--- src/sv/iee_pkg.sv ---
// Shared constants, types and key decoding for the infix expression evaluator.
package iee_pkg;

	localparam int VALUE_WIDTH = 16;
	localparam int MAX_CHARS   = 16;
	localparam int OUT_W       = 16;
	localparam int CC_W        = $clog2(MAX_CHARS + 1);
	localparam int MD_CNT_W    = $clog2(VALUE_WIDTH);

	localparam logic [7:0] KEY_PLUS  = 8'h2B;
	localparam logic [7:0] KEY_MINUS = 8'h2D;
	localparam logic [7:0] KEY_MUL   = 8'h2A;
	localparam logic [7:0] KEY_DIV   = 8'h2F;
	localparam logic [7:0] KEY_EQ    = 8'h3D;
	localparam logic [7:0] KEY_CLEAR = 8'h23;
	localparam logic [7:0] KEY_ZERO  = 8'h30;
	localparam logic [7:0] RADIX     = 8'd10;

	typedef logic [VALUE_WIDTH-1:0] word_t;

	typedef enum logic [2:0] {
		KC_DIGIT,
		KC_PLUS,
		KC_MINUS,
		KC_MUL,
		KC_DIV,
		KC_EQ,
		KC_CLEAR,
		KC_OTHER
	} key_class_t;

	typedef enum logic [1:0] {
		PD_NONE,
		PD_MUL,
		PD_DIV
	} pend_t;

	typedef enum logic [1:0] {
		ST_IDLE,
		ST_WAIT,
		ST_POST
	} ctl_state_t;

	typedef enum logic [1:0] {
		MD_IDLE,
		MD_RUN,
		MD_DONE
	} md_state_t;

	typedef struct packed {
		logic start;
		logic is_div;
	} md_req_t;

	typedef struct packed {
		logic done;
		logic dz;
	} md_rsp_t;

	function automatic key_class_t classify(input logic [7:0] k);
		key_class_t c;
		if (k >= KEY_ZERO && k < KEY_ZERO + RADIX) c = KC_DIGIT;
		else if (k == KEY_PLUS)  c = KC_PLUS;
		else if (k == KEY_MINUS) c = KC_MINUS;
		else if (k == KEY_MUL)   c = KC_MUL;
		else if (k == KEY_DIV)   c = KC_DIV;
		else if (k == KEY_EQ)    c = KC_EQ;
		else if (k == KEY_CLEAR) c = KC_CLEAR;
		else c = KC_OTHER;
		return c;
	endfunction

	function automatic logic is_op(input key_class_t c);
		return c == KC_PLUS || c == KC_MINUS || c == KC_MUL || c == KC_DIV;
	endfunction

endpackage

--- src/sv/iee_key_if.sv ---
// Key input channel: valid/ready handshake carrying one ASCII key.
interface iee_key_if;
	logic       valid;
	logic       ready;
	logic [7:0] key_char;

	modport source (output valid, output key_char, input ready);
	modport sink (input valid, input key_char, output ready);
endinterface

--- src/sv/iee_res_if.sv ---
// Result channel: valid/ready handshake carrying the evaluated value and error flag.
interface iee_res_if;
	logic               valid;
	logic               ready;
	logic signed [15:0] value;
	logic               div_zero;

	modport source (output valid, output value, output div_zero, input ready);
	modport sink (input valid, input value, input div_zero, output ready);
endinterface

--- src/sv/infix_expression_evaluator_unit.sv ---
// Top level of the four-function infix evaluator with precedence.
//
//  channel | dir | payload              | transfer
//  key     | in  | key_char[7:0]        | valid & ready
//  res     | out | value[15:0],div_zero | valid & ready
//
// Digits, ignored keys and '#' are handled in ST_IDLE; an operator or '='
// with no pending * or / passes through ST_POST; with one pending it waits
// in ST_WAIT on the bit-serial multiply/divide unit, one bit a cycle; a
// division by zero skips the unit's run. arst_n resets the control registers
// (op_q to '='), not the unit's datapath. A result waits in an output register;
// keys are still taken then, except a new expression stalls until it leaves.
module infix_expression_evaluator_unit (
	input logic        clk,
	input logic        arst_n,
	iee_key_if.sink    key,
	iee_res_if.source  res
);
	import iee_pkg::*;

	ctl_state_t      state_q, state_d;
	word_t           sum_q, term_q, opnd_q;
	pend_t           pend_q;
	logic            sign_q, fin_q, err_q;
	logic [CC_W-1:0] cnt_q;
	key_class_t      op_q;

	logic               out_valid_q, out_dz_q;
	logic [OUT_W-1:0]   out_value_q;

	key_class_t kc;
	logic       key_xfer, can_count, close;
	word_t      sum_next, opnd_next;
	md_req_t    md_req;
	md_rsp_t    md_rsp;
	word_t      md_res;

	assign kc        = classify(key.key_char);
	assign key.ready = (state_q == ST_IDLE) && !(out_valid_q && !fin_q);
	assign key_xfer  = key.valid && key.ready;
	assign can_count = cnt_q < CC_W'(MAX_CHARS);
	assign close     = key_xfer && !fin_q &&
		(kc == KC_EQ || (is_op(kc) && can_count));
	assign sum_next  = sign_q ? sum_q - term_q : sum_q + term_q;
	assign opnd_next = (opnd_q << 3) + (opnd_q << 1) +
		word_t'(4'(key.key_char - KEY_ZERO));

	assign res.valid    = out_valid_q;
	assign res.value    = out_value_q;
	assign res.div_zero = out_dz_q;

	iee_mdu u_mdu (
		.clk    (clk),
		.arst_n (arst_n),
		.req    (md_req),
		.a      (term_q),
		.b      (opnd_q),
		.rsp    (md_rsp),
		.result (md_res)
	);

	always_ff @(posedge clk or negedge arst_n) begin
		if (!arst_n) begin
			state_q <= ST_IDLE;
		end else begin
			state_q <= state_d;
		end
	end

	always_comb begin
		state_d       = state_q;
		md_req.start  = 1'b0;
		md_req.is_div = (pend_q == PD_DIV);
		case (state_q)
			ST_IDLE: begin
				if (close) begin
					state_d      = (pend_q == PD_NONE) ? ST_POST : ST_WAIT;
					md_req.start = (pend_q != PD_NONE);
				end
			end
			ST_WAIT: begin
				if (md_rsp.done) state_d = ST_POST;
			end
			ST_POST: state_d = ST_IDLE;
			default: state_d = ST_IDLE;
		endcase
	end

	always_ff @(posedge clk or negedge arst_n) begin
		if (!arst_n) begin
			sum_q       <= '0;
			term_q      <= '0;
			opnd_q      <= '0;
			pend_q      <= PD_NONE;
			sign_q      <= 1'b0;
			cnt_q       <= '0;
			fin_q       <= 1'b0;
			err_q       <= 1'b0;
			op_q        <= KC_EQ;
			out_valid_q <= 1'b0;
			out_dz_q    <= 1'b0;
			out_value_q <= '0;
		end else begin
			if (res.valid && res.ready) out_valid_q <= 1'b0;
			case (state_q)
				ST_IDLE: begin
					if (key_xfer && kc == KC_CLEAR) begin
						sum_q  <= '0;
						term_q <= '0;
						opnd_q <= '0;
						pend_q <= PD_NONE;
						sign_q <= 1'b0;
						cnt_q  <= '0;
						fin_q  <= 1'b0;
						err_q  <= 1'b0;
					end else if (key_xfer && !fin_q) begin
						if (kc == KC_EQ) begin
							op_q <= kc;
							if (pend_q == PD_NONE) term_q <= opnd_q;
						end else if (can_count && (kc == KC_DIGIT || is_op(kc))) begin
							cnt_q <= cnt_q + 1'b1;
							if (kc == KC_DIGIT) begin
								opnd_q <= opnd_next;
							end else begin
								op_q <= kc;
								if (pend_q == PD_NONE) term_q <= opnd_q;
							end
						end
					end
				end
				ST_WAIT: begin
					if (md_rsp.done) begin
						term_q <= md_res;
						err_q  <= err_q | md_rsp.dz;
					end
				end
				ST_POST: begin
					opnd_q <= '0;
					case (op_q)
						KC_MUL: pend_q <= PD_MUL;
						KC_DIV: pend_q <= PD_DIV;
						default: begin
							pend_q <= PD_NONE;
							sum_q  <= sum_next;
							term_q <= '0;
							sign_q <= (op_q == KC_MINUS);
						end
					endcase
					if (op_q == KC_EQ) begin
						fin_q       <= 1'b1;
						out_valid_q <= 1'b1;
						out_dz_q    <= err_q;
						out_value_q <= err_q ? '0 : OUT_W'(signed'(sum_next));
					end
				end
				default: ;
			endcase
		end
	end

	assert property (@(posedge clk) disable iff (!arst_n)
		key.ready |-> state_q == ST_IDLE)
		else $error("key ready while busy");
	assert property (@(posedge clk) disable iff (!arst_n)
		md_rsp.done |-> state_q == ST_WAIT)
		else $error("unit finished with no operation waiting");
	assert property (@(posedge clk) disable iff (!arst_n)
		res.valid && res.div_zero |-> res.value == '0)
		else $error("nonzero value with division error");
	assert property (@(posedge clk) disable iff (!arst_n)
		$rose(out_valid_q) |-> fin_q)
		else $error("result without end of expression");
endmodule

--- src/sv/iee_mdu.sv ---
// Bit-serial multiply / divide unit: shift-add product, restoring signed quotient.
module iee_mdu (
	input  logic            clk,
	input  logic            arst_n,
	input  iee_pkg::md_req_t req,
	input  iee_pkg::word_t  a,
	input  iee_pkg::word_t  b,
	output iee_pkg::md_rsp_t rsp,
	output iee_pkg::word_t  result
);
	import iee_pkg::*;

	md_state_t           state_q, state_d;
	word_t               acc_q, a_q, b_q, rem_q;
	logic [MD_CNT_W-1:0] cnt_q;
	logic                neg_q, is_div_q, dz_q;

	logic [VALUE_WIDTH:0] rem_sh;
	logic                 ge;
	logic                 b_zero;
	word_t                a_mag, b_mag;

	assign rem_sh = {rem_q, a_q[VALUE_WIDTH-1]};
	assign ge     = rem_sh >= {1'b0, b_q};
	assign b_zero = (b == '0);
	assign a_mag  = a[VALUE_WIDTH-1] ? word_t'(-a) : a;
	assign b_mag  = b[VALUE_WIDTH-1] ? word_t'(-b) : b;

	always_ff @(posedge clk or negedge arst_n) begin
		if (!arst_n) begin
			state_q <= MD_IDLE;
		end else begin
			state_q <= state_d;
		end
	end

	always_comb begin
		state_d = state_q;
		rsp     = '0;
		case (state_q)
			MD_IDLE: begin
				if (req.start) begin
					state_d = (req.is_div && b_zero) ? MD_DONE : MD_RUN;
				end
			end
			MD_RUN: begin
				if (cnt_q == '0) state_d = MD_DONE;
			end
			MD_DONE: begin
				rsp.done = 1'b1;
				rsp.dz   = dz_q;
				state_d  = MD_IDLE;
			end
			default: state_d = MD_IDLE;
		endcase
	end

	always_ff @(posedge clk) begin
		case (state_q)
			MD_IDLE: begin
				if (req.start) begin
					is_div_q <= req.is_div;
					dz_q     <= req.is_div && b_zero;
					neg_q    <= a[VALUE_WIDTH-1] ^ b[VALUE_WIDTH-1];
					cnt_q    <= MD_CNT_W'(VALUE_WIDTH - 1);
					acc_q    <= '0;
					rem_q    <= '0;
					a_q      <= req.is_div ? a_mag : a;
					b_q      <= req.is_div ? b_mag : b;
				end
			end
			MD_RUN: begin
				cnt_q <= cnt_q - 1'b1;
				if (is_div_q) begin
					if (ge) begin
						rem_q <= word_t'(rem_sh - {1'b0, b_q});
						a_q   <= {a_q[VALUE_WIDTH-2:0], 1'b1};
					end else begin
						rem_q <= rem_sh[VALUE_WIDTH-1:0];
						a_q   <= {a_q[VALUE_WIDTH-2:0], 1'b0};
					end
				end else begin
					if (b_q[0]) acc_q <= acc_q + a_q;
					a_q <= {a_q[VALUE_WIDTH-2:0], 1'b0};
					b_q <= {1'b0, b_q[VALUE_WIDTH-1:1]};
				end
			end
			default: ;
		endcase
	end

	always_comb begin
		if (!is_div_q) result = acc_q;
		else if (dz_q) result = '0;
		else if (neg_q) result = word_t'(-a_q);
		else result = a_q;
	end

	assert property (@(posedge clk) disable iff (!arst_n)
		rsp.dz |-> rsp.done && result == '0)
		else $error("divide by zero without zero result");
	assert property (@(posedge clk) disable iff (!arst_n)
		rsp.done |-> $past(state_q) == MD_RUN || $past(req.start))
		else $error("done without a run");
	assert property (@(posedge clk) disable iff (!arst_n)
		state_q != MD_IDLE |-> !req.start)
		else $error("start while busy");
endmodule

--- src/flat_wrapper.sv ---
// flat-port wrapper written by rule: the top's interface ports become plain ports
module infix_expression_evaluator_unit_flat import iee_pkg::*;
  (clk, arst_n, key_valid, key_key_char, key_ready, res_valid, res_value, res_div_zero, res_ready);
  iee_key_if key_i ();
  iee_res_if res_i ();
  input logic clk;
  input logic arst_n;
  input wire logic [$bits(key_i.valid)-1:0] key_valid;
  input wire logic [$bits(key_i.key_char)-1:0] key_key_char;
  output wire logic [$bits(key_i.ready)-1:0] key_ready;
  output wire logic [$bits(res_i.valid)-1:0] res_valid;
  output wire logic [$bits(res_i.value)-1:0] res_value;
  output wire logic [$bits(res_i.div_zero)-1:0] res_div_zero;
  input wire logic [$bits(res_i.ready)-1:0] res_ready;
  assign key_i.valid = key_valid;
  assign key_i.key_char = key_key_char;
  assign key_ready = key_i.ready;
  assign res_valid = res_i.valid;
  assign res_value = res_i.value;
  assign res_div_zero = res_i.div_zero;
  assign res_i.ready = res_ready;
  infix_expression_evaluator_unit u_core (.clk(clk), .arst_n(arst_n), .key(key_i), .res(res_i));
endmodule
--- config.mk ---
export PLATFORM = sky130hd
export DESIGN_NAME = infix_expression_evaluator_unit_flat
export DESIGN_NICKNAME = d
export VERILOG_FILES = /design/src/sv/iee_pkg.sv /design/src/sv/iee_key_if.sv /design/src/sv/iee_res_if.sv /design/src/sv/infix_expression_evaluator_unit.sv /design/src/sv/iee_mdu.sv /design/src/flat_wrapper.sv
export SDC_FILE = /design/constraint.sdc
export NUM_CORES = 1
export LEC_CHECK = 0
export BUFFER_PORTS_ARGS = -buffer_cell sky130_fd_sc_hd__buf_2
export CELL_PAD_IN_SITES_DETAIL_PLACEMENT = 1
export CELL_PAD_IN_SITES_GLOBAL_PLACEMENT = 1
export CORE_MARGIN = 2
export CORE_UTILIZATION = 38
export CTS_BUF_LIST = sky130_fd_sc_hd__clkbuf_16
export DETAILED_ROUTE_END_ITERATION = 8
export GPL_ROUTABILITY_DRIVEN = 0
export GPL_TIMING_DRIVEN = 0
export MAX_ROUTING_LAYER = met4
export PLACE_DENSITY_LB_ADDON = 0.1
export SLEW_MARGIN = 0
export SYNTH_ARGS = -nofsm -noshare
export SYNTH_HDL_FRONTEND = slang
export SYNTH_HIERARCHICAL = 1
export SYNTH_SLANG_ARGS = --single-unit
export TNS_END_PERCENT = 1
--- constraint.sdc ---
create_clock -name clk -period 5.6 [get_ports clk]
set_input_delay 1.12 -clock clk [delete_from_list [all_inputs] [get_ports clk]]
set_output_delay 1.12 -clock clk [all_outputs]
set_load 0.03 [all_outputs]
=== Word level (Yosys, flattened, before mapping) ===
Cells that the tools add are included.
Widths: inputs -> output; s select.

* Flip-flop bits (word level): 154
* Input bits: 12
* Output and inout port bits: 19
* Word-level logic and storage cells: 210

* Add/sub/neg operators: 12
* Order comparisons: 4
* Equality and inequality tests: 39
* Multiplexer cells: 81
* Bitwise gates (word level): 3
* Reduce and logical (&&, ||, !) cells: 49

{| class="wikitable"
|+ Operator list
! operator !! count
|-
| $mux 16 || 32
|-
| $pmux 16 s2 || 6
|-
| $add 16x16->16 || 3
|-
| $eq 8x6->1 const B || 6
|-
| $neg 16->16 || 3
|-
| $pmux 16 s3 || 1
|-
| $sub 16x16->16 || 2
|-
| $mux 3 || 9
|-
| $mux 5 || 4
|-
| $ge 17x16->1 || 1
|-
| $add 16x4->16 || 1
|-
| $logic_not 16->1 || 1
|-
| $mux 2 || 8
|-
| $pmux 2 s2 || 4
|-
| $eq 3x3->1 const B || 5
|-
| $reduce_and 3->1 || 5
|-
| $ne 2x2->1 const B || 7
|-
| $reduce_bool 2->1 || 7
|-
| $eq 3x2->1 const B || 4
|-
| $mux 1 || 12
|-
| $ne 3x3->1 const B || 4
|-
| $reduce_and 2->1 || 6
|-
| $logic_and 1x1->1 || 11
|-
| $ne 2x1->1 const B || 5
|-
| other kinds (25) || 41
|}

=== Depth between registers and ports, before layout ===
Gate-level depths: netlist of run 1.

* Depth in word-level cells: 19
* Depth in mapped cells: 13
* Mapped depth without buffers: 13

=== Cells and area by module ===
The synthesis of run 1 kept the hierarchy.

{| class="wikitable"
|+ By module, submodules not included
! module !! instances !! cells an instance !! area an instance (sq um) !! sequential area each (sq um)
|-
| infix_expression_evaluator_unit || 1 || 606 || 5661.7 || 2029.4
|-
| iee_mdu || 1 || 627 || 5632.9 || 2182.1
|}

=== Worst setup path after synthesis of run 1 ===
Ideal clock, no wire load.

* Kind: input -> register
* Start point: input key_key_char[7]
* End point: register u_core.u_mdu.acc_q[0], enable pin
* Library setup time: 0.373 ns
* Arrival: 4.920 ns
* Data required time: 5.227 ns
* Setup slack: 0.307 ns
* Stages on the path: 10
* Buffers on the path: 2
* Path through: or3b_4 or4_4 buf_6 or3b_1 clkbuf_1 nor2_1 nor2_1 nor2_1 and2_1 o21a_1

{| class="wikitable"
|+ RTL lines
! item !! line !! text
|-
| from (decl) || flat_wrapper.sv:9 || <nowiki>input wire logic [$bits(key_i.key_char)-1:0] key_key_char;</nowiki>
|-
| to (signal assigned) || iee_mdu.sv:83 || <nowiki>if (b_q[0]) acc_q <= acc_q + a_q;</nowiki>
|-
| to (decl) || iee_mdu.sv:14 || <nowiki>word_t acc_q, a_q, b_q, rem_q;</nowiki>
|}

==> results of run 1 <==
==> cell families after synthesis <==
kind of cell | after synthesis | synth area share
compound gates | 357 | 0.216
flops | 154 | 0.373
simple gates | 398 | 0.178
mux | 14 | 0.0126
xor+xnor | 101 | 0.0783
fa+ha+maj | 87 | 0.0997
buf+inv | 122 | 0.0431
==> per-stage QoR <==
stage | total power [uW] | cells | cell area (um^2) | hold WS, ns | setup slack [ns]
after global routing | 5090 | 1685 | 12600 | 0.499 | 0.405
after CTS | 4790 | 1685 | 12600 | 0.479 | 0.700
after floorplan | 3030 | 1233 | 11300 | 0.449 | 0.307
after detailed placement | 3590 | 1654 | 12000 | 0.463 | 0.253
after global placement | 3540 | 1652 | 11900 | 0.457 | -0.812
final | 4730 | 1685 | 12600 | 0.477 | 0.744
==> cell type report <==
type	instances	area, um^2	area share
multi-input combinational	957	6600	0.526
sequential	154	4210	0.335
tap	390	488	0.0389
clock buffer	18	450	0.0359
inverter	75	282	0.0224
buffer	47	205	0.0163
timing repair buffer	31	190	0.0151
clock inverter	13	128	0.0102
==> per-layer routing <==
layer,up-vias,global-route usage,wire length (um)
li1,4619,-,-
met1,4511,0.291,15600
met2,95,0.360,15100
met3,30,0.0301,603
met4,0,0.0685,774
met5,-,-,0
==> sequential cells by signal, summed over array words and instances, names as in the netlist, 2 cells and up <==
signal                flops
u_core/pend_q             2
u_core/u_mdu/rem_q       16
u_core/cnt_q              5
u_core/state_q            2
u_core/u_mdu/a_q         16
u_core/sum_q             16
u_core/u_mdu/cnt_q        4
u_core/opnd_q            16
u_core/u_mdu/state_q      2
u_core/term_q            16
u_core/op_q               3
u_core/u_mdu/acc_q       16
u_core/u_mdu/b_q         16
u_core/res.value         16
==> worst register-to-register path, stage by stage (launching register included) <==
cell,delay [ns]
dfrtp_1,0.40
inv_1,0.11
ha_1,0.38
nand2_1,0.14
or4_4,0.43
buf_6,0.15
or3b_1,0.34
clkbuf_1,0.20
nor2_1,0.34
nor2_1,0.10
nor2_2,0.22
and2_1,0.65
o21a_1,0.77
==> how the worst max path moves through the flow <==
stage | start | end | slack, ns | cells past startpoint
floorplan | key_key_char[7] | u_core/u_mdu/acc_q[0] | 0.31 | 10
global placement | key_key_char[7] | u_core/u_mdu/acc_q[11] | -0.81 | 11
detailed placement | key_key_char[7] | u_core/u_mdu/acc_q[12] | 0.25 | 11
CTS | key_key_char[7] | u_core/u_mdu/acc_q[2] | 0.70 | 11
global route | key_key_char[7] | u_core/u_mdu/acc_q[12] | 0.40 | 11
finish | key_key_char[7] | u_core/u_mdu/acc_q[14] | 0.74 | 11
==> report_power, final <==
part	total, uW	switching (uW)	internal, uW	leakage, uW
clock	1160	486	675	0.000290
combinational	2020	1190	823	0.00329
sequential	1550	212	1340	0.00178
==> cells in the mapped netlist, types with 4 or more instances <==
cell type / instances / share of area
nand4_1: 12 / 0.0066
ha_1: 82 / 0.091
a21o_1: 23 / 0.015
and2_1: 12 / 0.0066
a211oi_1: 13 / 0.0086
nand4b_1: 5 / 0.0039
nor2_1: 87 / 0.029
o32a_1: 16 / 0.014
a21oi_1: 64 / 0.028
o31ai_1: 15 / 0.010
nand2b_1: 16 / 0.0089
fa_1: 5 / 0.0089
nor4_1: 7 / 0.0039
or3_1: 11 / 0.0061
inv_1: 75 / 0.025
nor2b_1: 19 / 0.011
or4_1: 4 / 0.0027
xor2_1: 44 / 0.034
a31oi_1: 11 / 0.0061
a31o_2: 5 / 0.0039
nor3_1: 27 / 0.012
nand2_1: 125 / 0.042
a32o_1: 4 / 0.0035
and3_1: 27 / 0.015
o21a_1: 31 / 0.021
a22o_1: 18 / 0.014
edfxtp_1: 71 / 0.19
buf_2: 8 / 0.0035
o21bai_1: 4 / 0.0027
nand3_1: 17 / 0.0075
xnor2_1: 57 / 0.044
mux2i_1: 12 / 0.011
o211a_1: 4 / 0.0035
o22ai_1: 19 / 0.011
o21ai_0: 89 / 0.039
o31a_1: 4 / 0.0031
clkbuf_1: 34 / 0.011
dfrtp_1: 81 / 0.18
nand3b_1: 4 / 0.0027
o41ai_1: 5 / 0.0039
nor3b_1: 7 / 0.0047
==> qor.yml, run 1 <==
antenna_found_initial: 0
drt_iter0_drc: 417
grt_max_degree: 62
worstPathCellList: "buf_2 > or3b_4 > or4_4 > buf_6 > or3b_1 > clkbuf_1 > nor2_1 > nor2_1 > nor2_2 > and2_1 > o21a_1"
slew_headroom: 0.412
clockBufferDepth: 2
final_cell_mix: "125 x nand2_1, 89 x o21ai_0, 86 x nor2_1"
grt_pass1_wl_mm: 53.0
io_buffers: 29
cts_sinks: 154
syn2layout_area_growth_pct: 11.1
cts_resized: 0
crit_family: "simple AND/OR/NAND/NOR gates"
synth_enable_flop_cells: 71
die_w_um: 176
p_leak_uw: 0.00536
syn-mean-instance-area_um2: 9.16
ys_seq_area_frac: 0.373
clk_latency_ns: 0.44
fin_skew_ns: 0.00719
min_to: "u_core/res.value[12]"
synthCells: 1233
max_stage_delay_ns: 0.77
final_hold_viol_count: 0
grt_use_total: 0.223
num_vias: 9255
nFillCells: 3483
dpl.hpwl_mm: 24.4
r2r_cells: 12
syn_nets: 1332
core_um2: 29500
root_buffer: "clkbuf_16"
cts_buffers: 17
outcome: "finished clean"
maxCapViolations: 0
synth_ff_type: "dfrtp_1"
cp_max_fo: 17
drc_errors: 0
slew_viol_final: 0
fin_util: 0.426
io_pins: 31
worstReg2RegStart: "u_core/state_q[1]"
setup_violations: 0
cp.required_ns: 5.66
wl_per_cell_um: 19.1
synthArstFlopShare: 0.539
cp.arrival_ns: 4.91
power_density_nw_per_um2: 377
reg2reg_to: "u_core/u_mdu/acc_q[14]"
ys_warn_count: 6
rsz0062_at_grt: "false"
dieHeight_um: 176
rows: 63
grt_pass1_vias: 9802
final_net_count: 1382
hold_start: "u_core/res.value[12]"
gr-total-overflow: 0
cts_tree: "yes"
crit_buf_inv: 3
clkTransAtPathRegs_ns: 0.06
layout-drive-gt1-share: 0.0780
end_kind: "flip-flop"
max_slew.worst_pin.slew_ns: 0.880
diodes: 0
ys_seq_elements: 154
wirelength_mm: 32.1
ant_nets: 0
worst_path_max_delay_cell: "o21a_1"
hold_class: "flip-flop to flip-flop"
design.die.area_um2: 31100
mappedNetlistArea_um2: 11300
detail_route.vias_per_cell: 5.49
vdd_drop_max_v: 0.000252
htree_levels: 4
yosysUniqueCellTypes: 80
min_path_cells: 2
finalCritPeriodShare: 0.867
max_freq_ghz: 0.206
path_common_cell: "nor2_1"
critPathLaunchType: "primary input"
cts_hold_buf: 0
path_class: "primary input to flip-flop"
first_pass_iters: 5
layout_min_cycle_time_ns: 4.86
start_util: 0.383
layout_commonest_cell: "nand2_1"
regToRegSetupSlack_ns: 0.98
final.setup.tns_ns: 0
cts_setup_buffers: 0
No activity file was read; power rests on OpenSTA's default activity.
==> inputs of run 2 (changes only) <==
--- a/config.mk
+++ b/config.mk
@@ -6,7 +6,7 @@
 export NUM_CORES = 1
 export LEC_CHECK = 0
 export BUFFER_PORTS_ARGS = -buffer_cell sky130_fd_sc_hd__buf_2
-export CELL_PAD_IN_SITES_DETAIL_PLACEMENT = 1
+export CELL_PAD_IN_SITES_DETAIL_PLACEMENT = 0
 export CELL_PAD_IN_SITES_GLOBAL_PLACEMENT = 1
 export CORE_MARGIN = 2
 export CORE_UTILIZATION = 38
==> run 2 against run 1 <==
Flip-flop and latch count unchanged. Wire length decreased by 6.9%. Worst hold slack got worse by 0.0041 ns. Critical path depth unchanged. Setup slack improved by 0.034 ns. Clock skew increased by 0.0052 ns. Largest power group unchanged. Core utilization about the same. Global-route usage decreased by 1.5 points. Non-clock buffer count unchanged. Register-to-register slack improved by 0.09 ns.
==> qor.yml, run 2 (synthesized netlist as in run 1, its figures left out) <==
gr-total-overflow: 0  # unchanged
slew_viol_final: 0  # unchanged
cts_resized: 0  # unchanged
hold_start: "u_core/res.value[12]"  # unchanged
final_area_um2: 12600  # about the same
layout_commonest_cell: "nand2_1"  # unchanged
multi_input_area_um2: 6600  # unchanged
design.die.area_um2: 31100  # unchanged
finalCritPeriodShare: 0.861  # was 0.867
detail_route.vias_per_cell: 5.41  # was 5.49
critPathLaunchType: "primary input"  # unchanged
rsz0062_at_grt: "false"  # unchanged
grt_pass1_wl_mm: 49.3  # was 53.0 mm
regArea_um2: 4210  # unchanged
dieHeight_um: 176  # unchanged
diodes: 0  # unchanged
wirelength_mm: 29.9  # was 32.1 mm
final.setup.tns_ns: 0  # unchanged
dpl.hpwl_mm: 22.8  # was 24.4 mm
htree_levels: 4  # unchanged
rows: 63  # unchanged
root_buffer: "clkbuf_16"  # unchanged
max_freq_ghz: 0.207  # was 0.206 GHz
p_leak_uw: 0.00536  # about the same
wl_per_cell_um: 17.8  # was 19.1 um
maxCapViolations: 0  # unchanged
end_kind: "flip-flop"  # unchanged
p_total_uw: 4690  # was 4730 uW
die_w_um: 176  # unchanged
nFillCells: 3006  # was 3,483
cts_hold_buf: 0  # unchanged
final_cell_mix: "125 x nand2_1, 89 x o21ai_0, 86 x nor2_1"  # unchanged
power_density_nw_per_um2: 374  # was 377 nW/um^2
cts_tree: "yes"  # unchanged
layout_min_cycle_time_ns: 4.82  # was 4.86 ns
cts_sinks: 154  # unchanged
fin_util: 0.426  # about the same
num_vias: 9117  # was 9,255
cts_buffers: 17  # unchanged
final_net_count: 1382  # unchanged
syn2layout_area_growth_pct: 11.1  # about the same
clk_latency_ns: 0.44  # about the same
grt_use_total: 0.208  # was 0.223
cp.required_ns: 5.66  # about the same
outcome: "finished clean"  # unchanged
min_path_cells: 2  # unchanged
cts_setup_buffers: 0  # unchanged
first_pass_iters: 5  # unchanged
grt_max_degree: 62  # unchanged
drc_errors: 0  # unchanged
cp_max_fo: 17  # unchanged
worstReg2RegStart: "u_core/state_q[0]"  # was u_core/state_q[1]
vdd_drop_max_v: 0.000222  # was 0.000252 V
cp.arrival_ns: 4.88  # was 4.91 ns
drt_iter0_drc: 493  # was 417
hold_class: "flip-flop to flip-flop"  # unchanged
core_um2: 29500  # unchanged
r2r_cells: 12  # unchanged
ant_nets: 0  # unchanged
start_util: 0.383  # unchanged
io_pins: 31  # unchanged
setup_violations: 0  # unchanged
placed_cell_area_um2: 12000  # unchanged
max_slew.worst_pin.slew_ns: 0.871  # was 0.880 ns
path_class: "primary input to flip-flop"  # unchanged
min_to: "u_core/res.value[12]"  # unchanged
clkTransAtPathRegs_ns: 0.06  # about the same
final_hold_viol_count: 0  # unchanged
clockBufferDepth: 2  # unchanged
layout-drive-gt1-share: 0.0779  # was 0.0780
io_buffers: 29  # unchanged
antenna_found_initial: 0  # unchanged
startpoint: "key_key_char[7]"  # unchanged
slew_headroom: 0.418  # was 0.412
grt_pass1_vias: 9146  # was 9,802
reg2reg_to: "u_core/u_mdu/acc_q[13]"  # was u_core/u_mdu/acc_q[14]
regToRegSetupSlack_ns: 1.07  # was 0.98 ns
fin_skew_ns: 0.0124  # was 0.00719 ns
==> run 2: final cells by class <==
type	count	area share
clock inverters	14	0.0101
flip-flops and latches	154	0.336
multi-input cells	957	0.526
well taps	390	0.0389
clock buffers	18	0.0359
plain buffers	47	0.0163
repair buffers	31	0.0152
inverters	75	0.0224
==> run 2: how the worst max path moves through the flow <==
stage                                   endpoint  cells after the start
after floorplan            u_core/u_mdu/acc_q[0]                     10
after global placement    u_core/u_mdu/acc_q[11]                     11
after detailed placement  u_core/u_mdu/acc_q[13]                     11
after CTS                 u_core/u_mdu/acc_q[12]                     11
after global routing       u_core/u_mdu/acc_q[4]                     11
final                     u_core/u_mdu/acc_q[13]                     11
==> run 2: layer usage <==
layer / part of all wire / vias up / global-route usage
met5: 0 / - / -
met4: 0.027 / 0 / 0.0764
met3: 0.023 / 27 / 0.0267
met2: 0.46 / 122 / 0.322
met1: 0.49 / 4352 / 0.279
li1: - / 4616 / -
==> run 2: power by group <==
group | switching [uW] | leakage, uW | total (uW) | internal [uW]
combinational | 1160 | 0.00329 | 1980 | 821
sequential | 207 | 0.00178 | 1550 | 1340
clock | 494 | 0.000297 | 1170 | 677
total | 1860 | 0.00536 | 4690 | 2840
==> run 2: worst max-delay path, stage by stage <==
cell and delay (ns):
buf_2 0.10, or3b_4 0.42, or4_4 0.49, buf_6 0.15
or3b_1 0.34, clkbuf_1 0.20, nor2_1 0.34, nor2_1 0.09
nor2_2 0.22, and2_1 0.67, o21a_1 0.73
==> run 2: stage by stage <==
stage | setup slack [ns] | hold slack, ns | cells
after floorplan | 0.307 | 0.449 | 1233
final | 0.778 | 0.472 | 1686
after global routing | 0.518 | 0.497 | 1686
after global placement | -0.812 | 0.457 | 1652
after CTS | 0.759 | 0.477 | 1686
after detailed placement | 0.274 | 0.462 | 1654
